<file path="src/rtl/bha_pkg.sv">
// ----------------------------------------------------------------------------
// bha_pkg
// shared widths, request codes and parameter defaults of the block heap
// allocator
// ----------------------------------------------------------------------------
package bha_pkg;

   localparam int NUM_BLOCKS_DEFAULT  = 128;
   localparam int BLOCK_BYTES_DEFAULT = 8;

   localparam int BYTES_W  = 16;
   localparam int OFFSET_W = 10;

   typedef enum logic {
      REQ_ALLOC = 1'b0,
      REQ_FREE  = 1'b1
   } req_code_type;

endpackage

</file>
<file path="src/rtl/bha_ram.sv">
// ----------------------------------------------------------------------------
// bha_ram
// generic simple dual port ram, one write and one registered read per cycle
// ----------------------------------------------------------------------------
module bha_ram #(
   parameter int WIDTH = 8,
   parameter int DEPTH = 128
) (
   input  logic                     clock,
   input  logic                     wr_en,
   input  logic [$clog2(DEPTH)-1:0] wr_addr,
   input  logic [WIDTH-1:0]         wr_data,
   input  logic                     rd_en,
   input  logic [$clog2(DEPTH)-1:0] rd_addr,
   output logic [WIDTH-1:0]         rd_data
);

   logic [WIDTH-1:0] mem [DEPTH];

   always_ff @(posedge clock) begin
      if (wr_en) begin
         mem[wr_addr] <= wr_data;
      end
      if (rd_en) begin
         rd_data <= mem[rd_addr];
      end
   end

endmodule

</file>
<file path="src/rtl/block_heap_allocator_core.sv">
// ----------------------------------------------------------------------------
// block_heap_allocator_core
// first-fit allocator of contiguous block runs over a fixed heap, with the
// per-block used mark and owner start index held in one ram
// ----------------------------------------------------------------------------
//  channel   ports                                          transfer
//  request   start, busy, req_type, req_alloc_bytes,        start & !busy
//            req_free_offset, req_free_is_null
//  response  rsp_valid, rsp_alloc_ok, rsp_alloc_offset      rsp_valid, one cycle
//
//  allocate: the scan reads the ram one entry per cycle, stopping at the end
//  of the first run that fits, then marks each block of the found run; free:
//  the scan reads every entry; zero size and null free answer in the cycle
//  after the request is taken, with no scan. the single ram port pair sets
//  this pace. after reset a clearing pass writes every entry with busy high.
//  the receiver cannot stall: each response is a one cycle strobe.
// ----------------------------------------------------------------------------
module block_heap_allocator_core #(
   parameter int NUM_BLOCKS  = bha_pkg::NUM_BLOCKS_DEFAULT,
   parameter int BLOCK_BYTES = bha_pkg::BLOCK_BYTES_DEFAULT
) (
   input  logic                         clock,
   input  logic                         reset,
   input  logic                         start,
   output logic                         busy,
   input  logic                         req_type,
   input  logic [bha_pkg::BYTES_W-1:0]  req_alloc_bytes,
   input  logic [bha_pkg::OFFSET_W-1:0] req_free_offset,
   input  logic                         req_free_is_null,
   output logic                         rsp_valid,
   output logic                         rsp_alloc_ok,
   output logic [bha_pkg::OFFSET_W-1:0] rsp_alloc_offset
);

   localparam int IDX_W   = $clog2(NUM_BLOCKS);
   localparam int ENTRY_W = IDX_W + 1;
   localparam int BB_W    = $clog2(BLOCK_BYTES + 1);
   localparam int PROD_W  = IDX_W + BB_W;
   localparam int CMP_W   = (PROD_W > bha_pkg::OFFSET_W) ? PROD_W : bha_pkg::OFFSET_W;
   localparam int RUNB_W0 = $clog2(NUM_BLOCKS * BLOCK_BYTES + 1);
   localparam int RB_W    = (RUNB_W0 > bha_pkg::BYTES_W) ? RUNB_W0 : bha_pkg::BYTES_W;
   localparam logic [IDX_W-1:0] LAST = IDX_W'(NUM_BLOCKS - 1);

   typedef enum logic [4:0] {
      ST_CLEAR = 5'b00001,
      ST_IDLE  = 5'b00010,
      ST_FREE  = 5'b00100,
      ST_ALLOC = 5'b01000,
      ST_MARK  = 5'b10000
   } state_type;

   state_type                    state_ff, state_in;
   logic [IDX_W-1:0]             addr_ff, addr_in;
   logic                         issue_ff, issue_in;
   logic                         pend_ff, pend_in;
   logic [IDX_W-1:0]             pend_addr_ff, pend_addr_in;
   logic [IDX_W-1:0]             run_ff, run_in;
   logic [RB_W-1:0]              runb_ff, runb_in;
   logic [IDX_W-1:0]             first_ff, first_in;
   logic [IDX_W-1:0]             mark_end_ff, mark_end_in;
   logic [bha_pkg::BYTES_W-1:0]  bytes_ff, bytes_in;
   logic [bha_pkg::OFFSET_W-1:0] free_off_ff, free_off_in;
   logic                         rsp_valid_ff, rsp_valid_in;
   logic                         rsp_ok_ff, rsp_ok_in;
   logic [bha_pkg::OFFSET_W-1:0] rsp_off_ff, rsp_off_in;

   logic               wr_en;
   logic [IDX_W-1:0]   wr_addr;
   logic [ENTRY_W-1:0] wr_data;
   logic               rd_en;
   logic [ENTRY_W-1:0] rd_data;

   logic             rd_used;
   logic [IDX_W-1:0] rd_start;
   logic [CMP_W-1:0] start_bytes;
   logic             free_match;
   logic [RB_W-1:0]  runb_sum;
   logic             run_fits;
   logic [IDX_W-1:0] run_first;
   logic [CMP_W-1:0] first_bytes;

   bha_ram #(
      .WIDTH (ENTRY_W),
      .DEPTH (NUM_BLOCKS)
   ) u_ram (
      .clock   (clock),
      .wr_en   (wr_en),
      .wr_addr (wr_addr),
      .wr_data (wr_data),
      .rd_en   (rd_en),
      .rd_addr (addr_ff),
      .rd_data (rd_data)
   );

   assign rd_used     = rd_data[IDX_W];
   assign rd_start    = rd_data[IDX_W-1:0];
   assign start_bytes = CMP_W'(rd_start) * CMP_W'(BLOCK_BYTES);
   assign free_match  = rd_used && (start_bytes == CMP_W'(free_off_ff));
   assign runb_sum    = runb_ff + RB_W'(BLOCK_BYTES);
   assign run_fits    = runb_sum >= RB_W'(bytes_ff);
   assign run_first   = pend_addr_ff - run_ff;
   assign first_bytes = CMP_W'(first_ff) * CMP_W'(BLOCK_BYTES);

   always_comb begin
      state_in     = state_ff;
      addr_in      = addr_ff;
      issue_in     = issue_ff;
      pend_in      = pend_ff;
      pend_addr_in = pend_addr_ff;
      run_in       = run_ff;
      runb_in      = runb_ff;
      first_in     = first_ff;
      mark_end_in  = mark_end_ff;
      bytes_in     = bytes_ff;
      free_off_in  = free_off_ff;
      rsp_valid_in = 1'b0;
      rsp_ok_in    = 1'b0;
      rsp_off_in   = '0;
      wr_en        = 1'b0;
      wr_addr      = addr_ff;
      wr_data      = '0;
      rd_en        = 1'b0;

      // sequential read issue for the scan states
      if ((state_ff == ST_FREE) || (state_ff == ST_ALLOC)) begin
         if (issue_ff) begin
            rd_en        = 1'b1;
            pend_in      = 1'b1;
            pend_addr_in = addr_ff;
            if (addr_ff == LAST) begin
               issue_in = 1'b0;
            end else begin
               addr_in = addr_ff + 1'b1;
            end
         end else begin
            pend_in = 1'b0;
         end
      end

      unique case (state_ff)
         ST_CLEAR: begin
            wr_en = 1'b1;
            if (addr_ff == LAST) begin
               state_in = ST_IDLE;
               addr_in  = '0;
            end else begin
               addr_in = addr_ff + 1'b1;
            end
         end
         ST_IDLE: begin
            if (start) begin
               bytes_in    = req_alloc_bytes;
               free_off_in = req_free_offset;
               addr_in     = '0;
               issue_in    = 1'b1;
               pend_in     = 1'b0;
               run_in      = '0;
               runb_in     = '0;
               if (req_type == bha_pkg::REQ_FREE) begin
                  if (req_free_is_null) begin
                     rsp_valid_in = 1'b1;
                  end else begin
                     state_in = ST_FREE;
                  end
               end else begin
                  if (req_alloc_bytes == '0) begin
                     rsp_valid_in = 1'b1;
                  end else begin
                     state_in = ST_ALLOC;
                  end
               end
            end
         end
         ST_FREE: begin
            if (pend_ff) begin
               if (free_match) begin
                  wr_en   = 1'b1;
                  wr_addr = pend_addr_ff;
               end
               if (pend_addr_ff == LAST) begin
                  state_in     = ST_IDLE;
                  rsp_valid_in = 1'b1;
               end
            end
         end
         ST_ALLOC: begin
            if (pend_ff) begin
               if (rd_used) begin
                  run_in  = '0;
                  runb_in = '0;
                  if (pend_addr_ff == LAST) begin
                     state_in     = ST_IDLE;
                     rsp_valid_in = 1'b1;
                  end
               end else if (run_fits) begin
                  state_in    = ST_MARK;
                  addr_in     = run_first;
                  first_in    = run_first;
                  mark_end_in = pend_addr_ff;
                  issue_in    = 1'b0;
                  pend_in     = 1'b0;
               end else begin
                  run_in  = run_ff + 1'b1;
                  runb_in = runb_sum;
                  if (pend_addr_ff == LAST) begin
                     state_in     = ST_IDLE;
                     rsp_valid_in = 1'b1;
                  end
               end
            end
         end
         ST_MARK: begin
            wr_en   = 1'b1;
            wr_data = {1'b1, first_ff};
            if (addr_ff == mark_end_ff) begin
               state_in     = ST_IDLE;
               rsp_valid_in = 1'b1;
               rsp_ok_in    = 1'b1;
               rsp_off_in   = first_bytes[bha_pkg::OFFSET_W-1:0];
            end else begin
               addr_in = addr_ff + 1'b1;
            end
         end
         default: begin
            state_in = ST_IDLE;
         end
      endcase
   end

   always_ff @(posedge clock) begin
      if (reset) begin
         state_ff     <= ST_CLEAR;
         addr_ff      <= '0;
         issue_ff     <= 1'b0;
         pend_ff      <= 1'b0;
         rsp_valid_ff <= 1'b0;
      end else begin
         state_ff     <= state_in;
         addr_ff      <= addr_in;
         issue_ff     <= issue_in;
         pend_ff      <= pend_in;
         rsp_valid_ff <= rsp_valid_in;
      end
      pend_addr_ff <= pend_addr_in;
      run_ff       <= run_in;
      runb_ff      <= runb_in;
      first_ff     <= first_in;
      mark_end_ff  <= mark_end_in;
      bytes_ff     <= bytes_in;
      free_off_ff  <= free_off_in;
      rsp_ok_ff    <= rsp_ok_in;
      rsp_off_ff   <= rsp_off_in;
   end

   assign busy             = (state_ff != ST_IDLE);
   assign rsp_valid        = rsp_valid_ff;
   assign rsp_alloc_ok     = rsp_valid_ff & rsp_ok_ff;
   assign rsp_alloc_offset = rsp_valid_ff ? rsp_off_ff : '0;

   a_rsp_after_work: assert property (@(posedge clock) disable iff (reset)
      rsp_valid |-> $past(busy) || $past(start))
      else $error("response without a request in progress");

   a_mark_in_run: assert property (@(posedge clock) disable iff (reset)
      (state_ff == ST_MARK) |-> (addr_ff <= mark_end_ff) && (first_ff <= addr_ff))
      else $error("mark write outside the found run");

   a_rsp_when_idle: assert property (@(posedge clock) disable iff (reset)
      rsp_valid |-> !busy)
      else $error("response while a request is still in progress");

   a_no_ram_use_idle: assert property (@(posedge clock) disable iff (reset)
      (state_ff == ST_IDLE) |-> !wr_en && !rd_en)
      else $error("ram access while idle");

endmodule

</file>
<file path="config.mk">
export PLATFORM = sky130hd
export DESIGN_NAME = block_heap_allocator_core
export DESIGN_NICKNAME = d
export VERILOG_FILES = /design/src/rtl/bha_pkg.sv /design/src/rtl/bha_ram.sv /design/src/rtl/block_heap_allocator_core.sv
export SDC_FILE = /design/constraint.sdc
export NUM_CORES = 1
export LEC_CHECK = 0
export BUFFER_PORTS_ARGS = -buffer_cell sky130_fd_sc_hd__buf_2
export CAP_MARGIN = 20
export CORE_MARGIN = 5
export CORE_UTILIZATION = 52
export CTS_CLUSTER_DIAMETER = 120
export DETAILED_ROUTE_END_ITERATION = 10
export PLACE_DENSITY = 0.7
export SETUP_SLACK_MARGIN = 0.3
export SLEW_MARGIN = 20
export SYNTH_ARGS = -nofsm -noshare
export SYNTH_HDL_FRONTEND = slang
export SYNTH_SLANG_ARGS = --single-unit
</file>
<file path="constraint.sdc">
create_clock -name clock -period 8.4 [get_ports clock]
set_input_delay 0.42 -clock clock [delete_from_list [all_inputs] [get_ports clock]]
set_output_delay 0.42 -clock clock [all_outputs]
set_load 0.02 [all_outputs]
</file>
After elaboration in Yosys (flattened, before gate mapping)
Memories as Yosys holds them, arrays and structs flattened. A register that Yosys moved wholly into a read port is not among the register bits.
Cells that the tools add are included.
Word-level totals
  memory bits (writable): 1024
  memories kept: 1
  register bits after elaboration: 96
  logic and storage cells: 121
  output and inout bits: 13
Memories
  u_ram.mem: words 128, width 8, rd ports 1, clocked after Yosys merged registers in 1, wr ports 1, line bha_ram.sv:18  | logic [WIDTH-1:0] mem [DEPTH];
Cells by class
  eq/ne operators: 18
  bitwise gates (word level): 2
  multiplexer cells: 69
  order comparisons: 1
  reductions and logical operators: 11
  add/subtract/negate cells: 4
Operators by type and width (number)
  $mux W7: 16
  $mux W16: 4
  $mux W5: 11
  $pmux W16 S2: 1
  $mux W1: 28
  $pmux W7 S4: 1
  $pmux W5 S5: 1
  $add A16 B4 Y16 const B: 1
  $ge A16 B16 Y1: 1
  $logic_not A16 Y1: 1
  $add A7 B1 Y7 const B: 2
  $eq A7 B7 Y1 const B: 2
  $pmux W7 S2: 1
  $eq A10 B10 Y1: 1
  $mux W10: 1
  $ne A2 B2 Y1 const B: 5
  $mux W8: 1
  $reduce_and A4 Y1: 2
  $eq A7 B7 Y1: 1
  $reduce_and A7 Y1: 1
  $sub A7 B7 Y7: 1
  $ne A3 B3 Y1 const B: 2
  $pmux W1 S2: 3
  $reduce_and A2 Y1: 3
  14 further kinds: 14

Depth between registers and ports, before layout
  depth after elaboration: 8
  mapped depth: 14
  mapped depth without buffers: 14

Modules after synthesis
From an unflattened synthesis, not the netlist that was laid out.
Unflattened totals
  cell total of the unflattened synthesis: 2093
  area total of the unflattened synthesis: 44779.2 um^2
Modules (own cells, without submodules)
  bha_ram: cells an instance 1635, area an instance 39745.6 um^2, times used 1
  block_heap_allocator_core: cells an instance 458, area an instance 5033.6 um^2, times used 1

Worst setup path after synthesis
Ideal clock, no wire load.
  path type: flip-flop to flip-flop
  from: reg state_ff[0]
  to: mem u_ram.mem[0][0], data pin
  setup time: 537 ps
  slack: 3209 ps
  data arrival time: 4654 ps
  stages on the path, launching flop included: 6
  buffers on the path: 1
  path through: dfxtp_1 -> nor2_1 -> nand3_1 -> inv_1 -> clkbuf_1 -> and2_1
Between the ends
  word-level cells in the longest chain between the ends: 2
RTL lines
  from (decl): line block_heap_allocator_core.sv:52  | state_type state_ff, state_in;
  from (signal assigned): line block_heap_allocator_core.sv:238  | state_ff <= state_in;
  $eq A5 B5 Y1: line block_heap_allocator_core.sv:140  | unique case (state_ff)
  $mux W8: line block_heap_allocator_core.sv:140
  named net u_ram.wr_data[0]: line bha_ram.sv:12  | input logic [WIDTH-1:0] wr_data,
  to (decl): line bha_ram.sv:18
The timed path passes the listed nets, and every way through them passes these cells.

Worst setup path in the final report
  from: reg state_ff[4]
  to: mem u_ram.mem[2][4] (enable)
Between the ends
  word-level cells in the longest chain between the ends: 5
RTL lines
  $eq A5 B5 Y1 or $eq A5 B1 Y1 (tied branches): line block_heap_allocator_core.sv:140
  $reduce_or A2 Y1 (no line)
  $pmux W1 S2: line block_heap_allocator_core.sv:140
  $mux W1: line bha_ram.sv:21  | if (wr_en) begin
  $mux W1 (implied by the code): line bha_ram.sv:22  | mem[wr_addr] <= wr_data;
Several ways; a longest one is shown, not always the timed one.

==> flow_summary.toml <==
[routing]
detailroute.wirelength.met2_um = 47500
post_route_m1_wl_um = 40000
drtPass1Iterations = 6
route.detailed.vias_per_inst = 6.21
routed-wl-met3_um = 8520
avgRoutedWirePerCell_um = 28.2
route.antenna.remaining_nets = 0
detail_route.wirelength_um = 99100
highest_layer = "met5"
routed-via-count = 21800
detail_route.iter0.violations = 2711
drc_errors = 0

[global_route]
gr-usage-all-layers = 0.219
grt_antenna_before_repair = 4
number_of_global_route_vias_before_repair = 22200
grt_pass1_wl_um = 149000
pin_count_of_the_biggest_net_entering_global_routing = 146
grt_remaining_overflow = 0

[synth]
syn-cell-area_mm2 = 0.0447
yosys_register_bits = 1125
synth_top_family_by_area = "multiplexers"
yosys_warnings = 0
synth-edff-count = 1102
synth.area.mux_share = 0.158
yosys.area_share.xor_xnor = 0.00725
post_syn_instances = 2187
synth_fa_ha_area_frac = 0.00773
synth_flop_cell = "edfxtp_1"
synth-compound-area-share = 0.0211
synthArstFlopShare = 0
synth_area_per_cell_um2 = 20.4
synth.yosys.seq_area_share = 0.751
synthSimpleGateAreaFrac = 0.0412
synth_cell_type_count = 61

[critical_path]
cp_top_family = "simple AND/OR/NAND/NOR gates"
worstPathCellList = "nor3_2 -> nand3b_1 -> nor4_4 -> mux2i_1 -> nand2b_1 -> nand2b_2 -> nor2_1"
max_stage_delay_on_crit_path_ns = 0.91
critical_path_class = "flip-flop to flip-flop"
start_kind = "flip-flop"
crit_buf_inv = 0
critPathRequiredTime_ns = 8.68
critical-path-slowest-cell = "nor4_4"
crit_arrival_ns = 4.87
critical_path.max_fanout = 14
cp-end-kind = "flip-flop"

[die]
chipWidth_um = 303
initial_core_utilization = 0.524
floorplan.die.height_um = 303
die_area_mm2 = 0.0919
io_pins = 44
std_cell_rows = 107
placeableCoreArea_mm2 = 0.0853

[sta]
fin_worst_skew_ns = 0.0370
layout_setup_ws_ns = 3.82
max_slew.worst_pin.slew_ns = 1.08
tns_ns = 0
rsz0062_at_grt = "no"
timing.max_slew.rel_slack = 0.280
report.final.hold_viol_count = 0
final-max-slew-violation-count = 0
max_clock_freq_ghz = 0.218
setup_viol = 0
final.period_utilization = 0.546
finalCriticalPeriod_ns = 4.58

[clock_tree]
ctsLongestPathBuffers = 3
cts_resized = 0
clk_latency_ns = 0.67
clock-sinks = 1125
cts-buffers-inserted = 109
cts_htree_levels = 3
postCtsSetupBuffers = 0
clock_pin_slew_reported_for_the_worst_setup_and_hold_paths_after_clock_tree_synthesis_ns = 0.07
cts_tree = "done"
cts.root.buffer_cell = "clkbuf_16"
post_cts_hold_buffer_count = 25

[placement]
post-place-ws_ns = 3.94
globalplace.congestion = 0.916
place.detailed.instances = 3290
buffer_ports.inserted = 40
dpl-instance-area_mm2 = 0.0461
dp.final_hpwl_um = 58900

[outcome]
outcome = "finished, final reports clean"

[cells_and_area]
layout-drive-gt1-share = 0.234
syn2layout_area_growth_pct = 11.9
fin_nets = 2342
layout.cells.most_common_list = "edfxtp_1, mux4_2, nor2_1"
cell_area_after_layout_mm2 = 0.0500
finalNonFillerCells = 3517
layout.cells.most_common = "edfxtp_1"

[pwr]
power.leakage_nw = 15.4
design_power_total_mw = 13.1
irDropWorstVdd_mv = 0.179
power.density_cell_area_mw_per_mm2 = 262

[hold_path]
worstHoldPathType = "input port to flip-flop"

[run]
cap_viol_max_count = 0
## logic make-up (layout without fill, tap and decap cells)
logic type	after synthesis	count (layout)
XOR/XNOR	37	37
flip-flops	1125	1125
multiplexers	345	345
AO/OA/AOI/OAI	139	139
other	1	4
AND/OR/NAND/NOR	373	373
adder cells (fa/ha/maj)	27	27
buffers and inverters	140	323
## registers in the layout (all words and copies together), names as in the netlist
name	count
runb_ff	16
pend_addr_ff	7
mark_end_ff	7
rsp_ok_ff	1
bytes_ff	16
issue_ff	1
u_ram.rd_data	8
u_ram.mem	1024
first_ff	7
addr_ff	7
state_ff	5
rsp_off_ff	7
free_off_ff	10
rsp_valid	1
pend_ff	1
run_ff	7
## cell type report
cell class | count | area, um2
diodes | 1 | 2.50
flip-flops and latches | 1125 | 33600
clock inverters | 64 | 697
repair buffers | 87 | 673
fillers | 5966 | 35300
multi-input cells | 924 | 10600
inverters | 37 | 141
clock buffers | 135 | 2930
well taps | 1144 | 1430
## synthesized netlist by cell type (all sizes together), types with 2 or more instances
| cell type | count | area share |
|---|---|---|
| nand2 | 47 | 0.0039 |
| a32oi | 2 | 0.00039 |
| a21o | 3 | 0.00050 |
| inv | 37 | 0.0031 |
| mux2 | 17 | 0.0043 |
| xnor2 | 29 | 0.0057 |
| nand3b | 3 | 0.00050 |
| a2111oi | 9 | 0.0018 |
| mux2i | 40 | 0.0090 |
| o211ai | 2 | 0.00034 |
| and3 | 7 | 0.00098 |
| a22oi | 25 | 0.0042 |
| nand3 | 29 | 0.0032 |
| xor2 | 8 | 0.0016 |
| dfxtp | 23 | 0.010 |
| a21oi | 27 | 0.0030 |
| o21a | 3 | 0.00050 |
| or3 | 2 | 0.00028 |
| nand4 | 8 | 0.0011 |
| a31oi | 12 | 0.0017 |
| ha | 26 | 0.0073 |
| nor3b | 2 | 0.00034 |
| nand2b | 17 | 0.0034 |
| or2 | 5 | 0.00070 |
| nor4 | 7 | 0.0013 |
| o21ai | 15 | 0.0017 |
| buf | 57 | 0.0065 |
| clkbuf | 46 | 0.0039 |
| and2 | 42 | 0.0059 |
| a211oi | 20 | 0.0034 |
| nor2 | 168 | 0.014 |
| and4 | 2 | 0.00039 |
| a311o | 2 | 0.00045 |
| nor2b | 24 | 0.0034 |
| a311oi | 2 | 0.00039 |
| edfxtp | 1102 | 0.74 |
| mux4 | 288 | 0.15 |
| o22ai | 9 | 0.0013 |
| nor3 | 7 | 0.0010 |
## stage by stage
step           hold WS, ns  utilization
2_1_floorplan        0.406            -
3_3_place_gp         0.541        0.541
3_5_place_dp         0.553        0.541
4_1_cts             0.0334        0.586
5_1_grt             0.0679        0.586
6_report            0.0644        0.586
## path summary, 6_finish.rpt
path / startpoint / end / slack, ns / cells past startpoint
max: state_ff[4] / u_ram.mem[2][4] / 3.82 / 7
min: req_free_offset[6] / free_off_ff[6] / 0.06 / 1
max reg2reg: state_ff[4] / u_ram.mem[2][4] / 3.82 / 7
min reg2reg: runb_ff[0] / runb_ff[0] / 0.57 / 2
## layer usage
metal | global-route usage | vias to the layer above
met3 | 0.0365 | 180
met5 | 0 | -
met1 | 0.324 | 11400
met2 | 0.343 | 1063
li1 | - | 9189
met4 | 0.0688 | 4
## where the power goes
part	leakage, nW	internal [mW]	switching, mW	total (mW)
Sequential	10.4	6.15	0.0988	6.25
Combinational	3.16	0.902	1.01	1.91
Clock	1.75	2.87	2.06	4.94
## worst reg2reg max path, stage by stage, from the launching register on
cell and delay (ns):
dfxtp_1 0.34, nor3_2 0.30, nand3b_1 0.31, nor4_4 0.92, mux2i_1 0.58, nand2b_1 0.38, nand2b_2 0.63, nor2_1 0.74
Power figures use the tool's default switching activity.
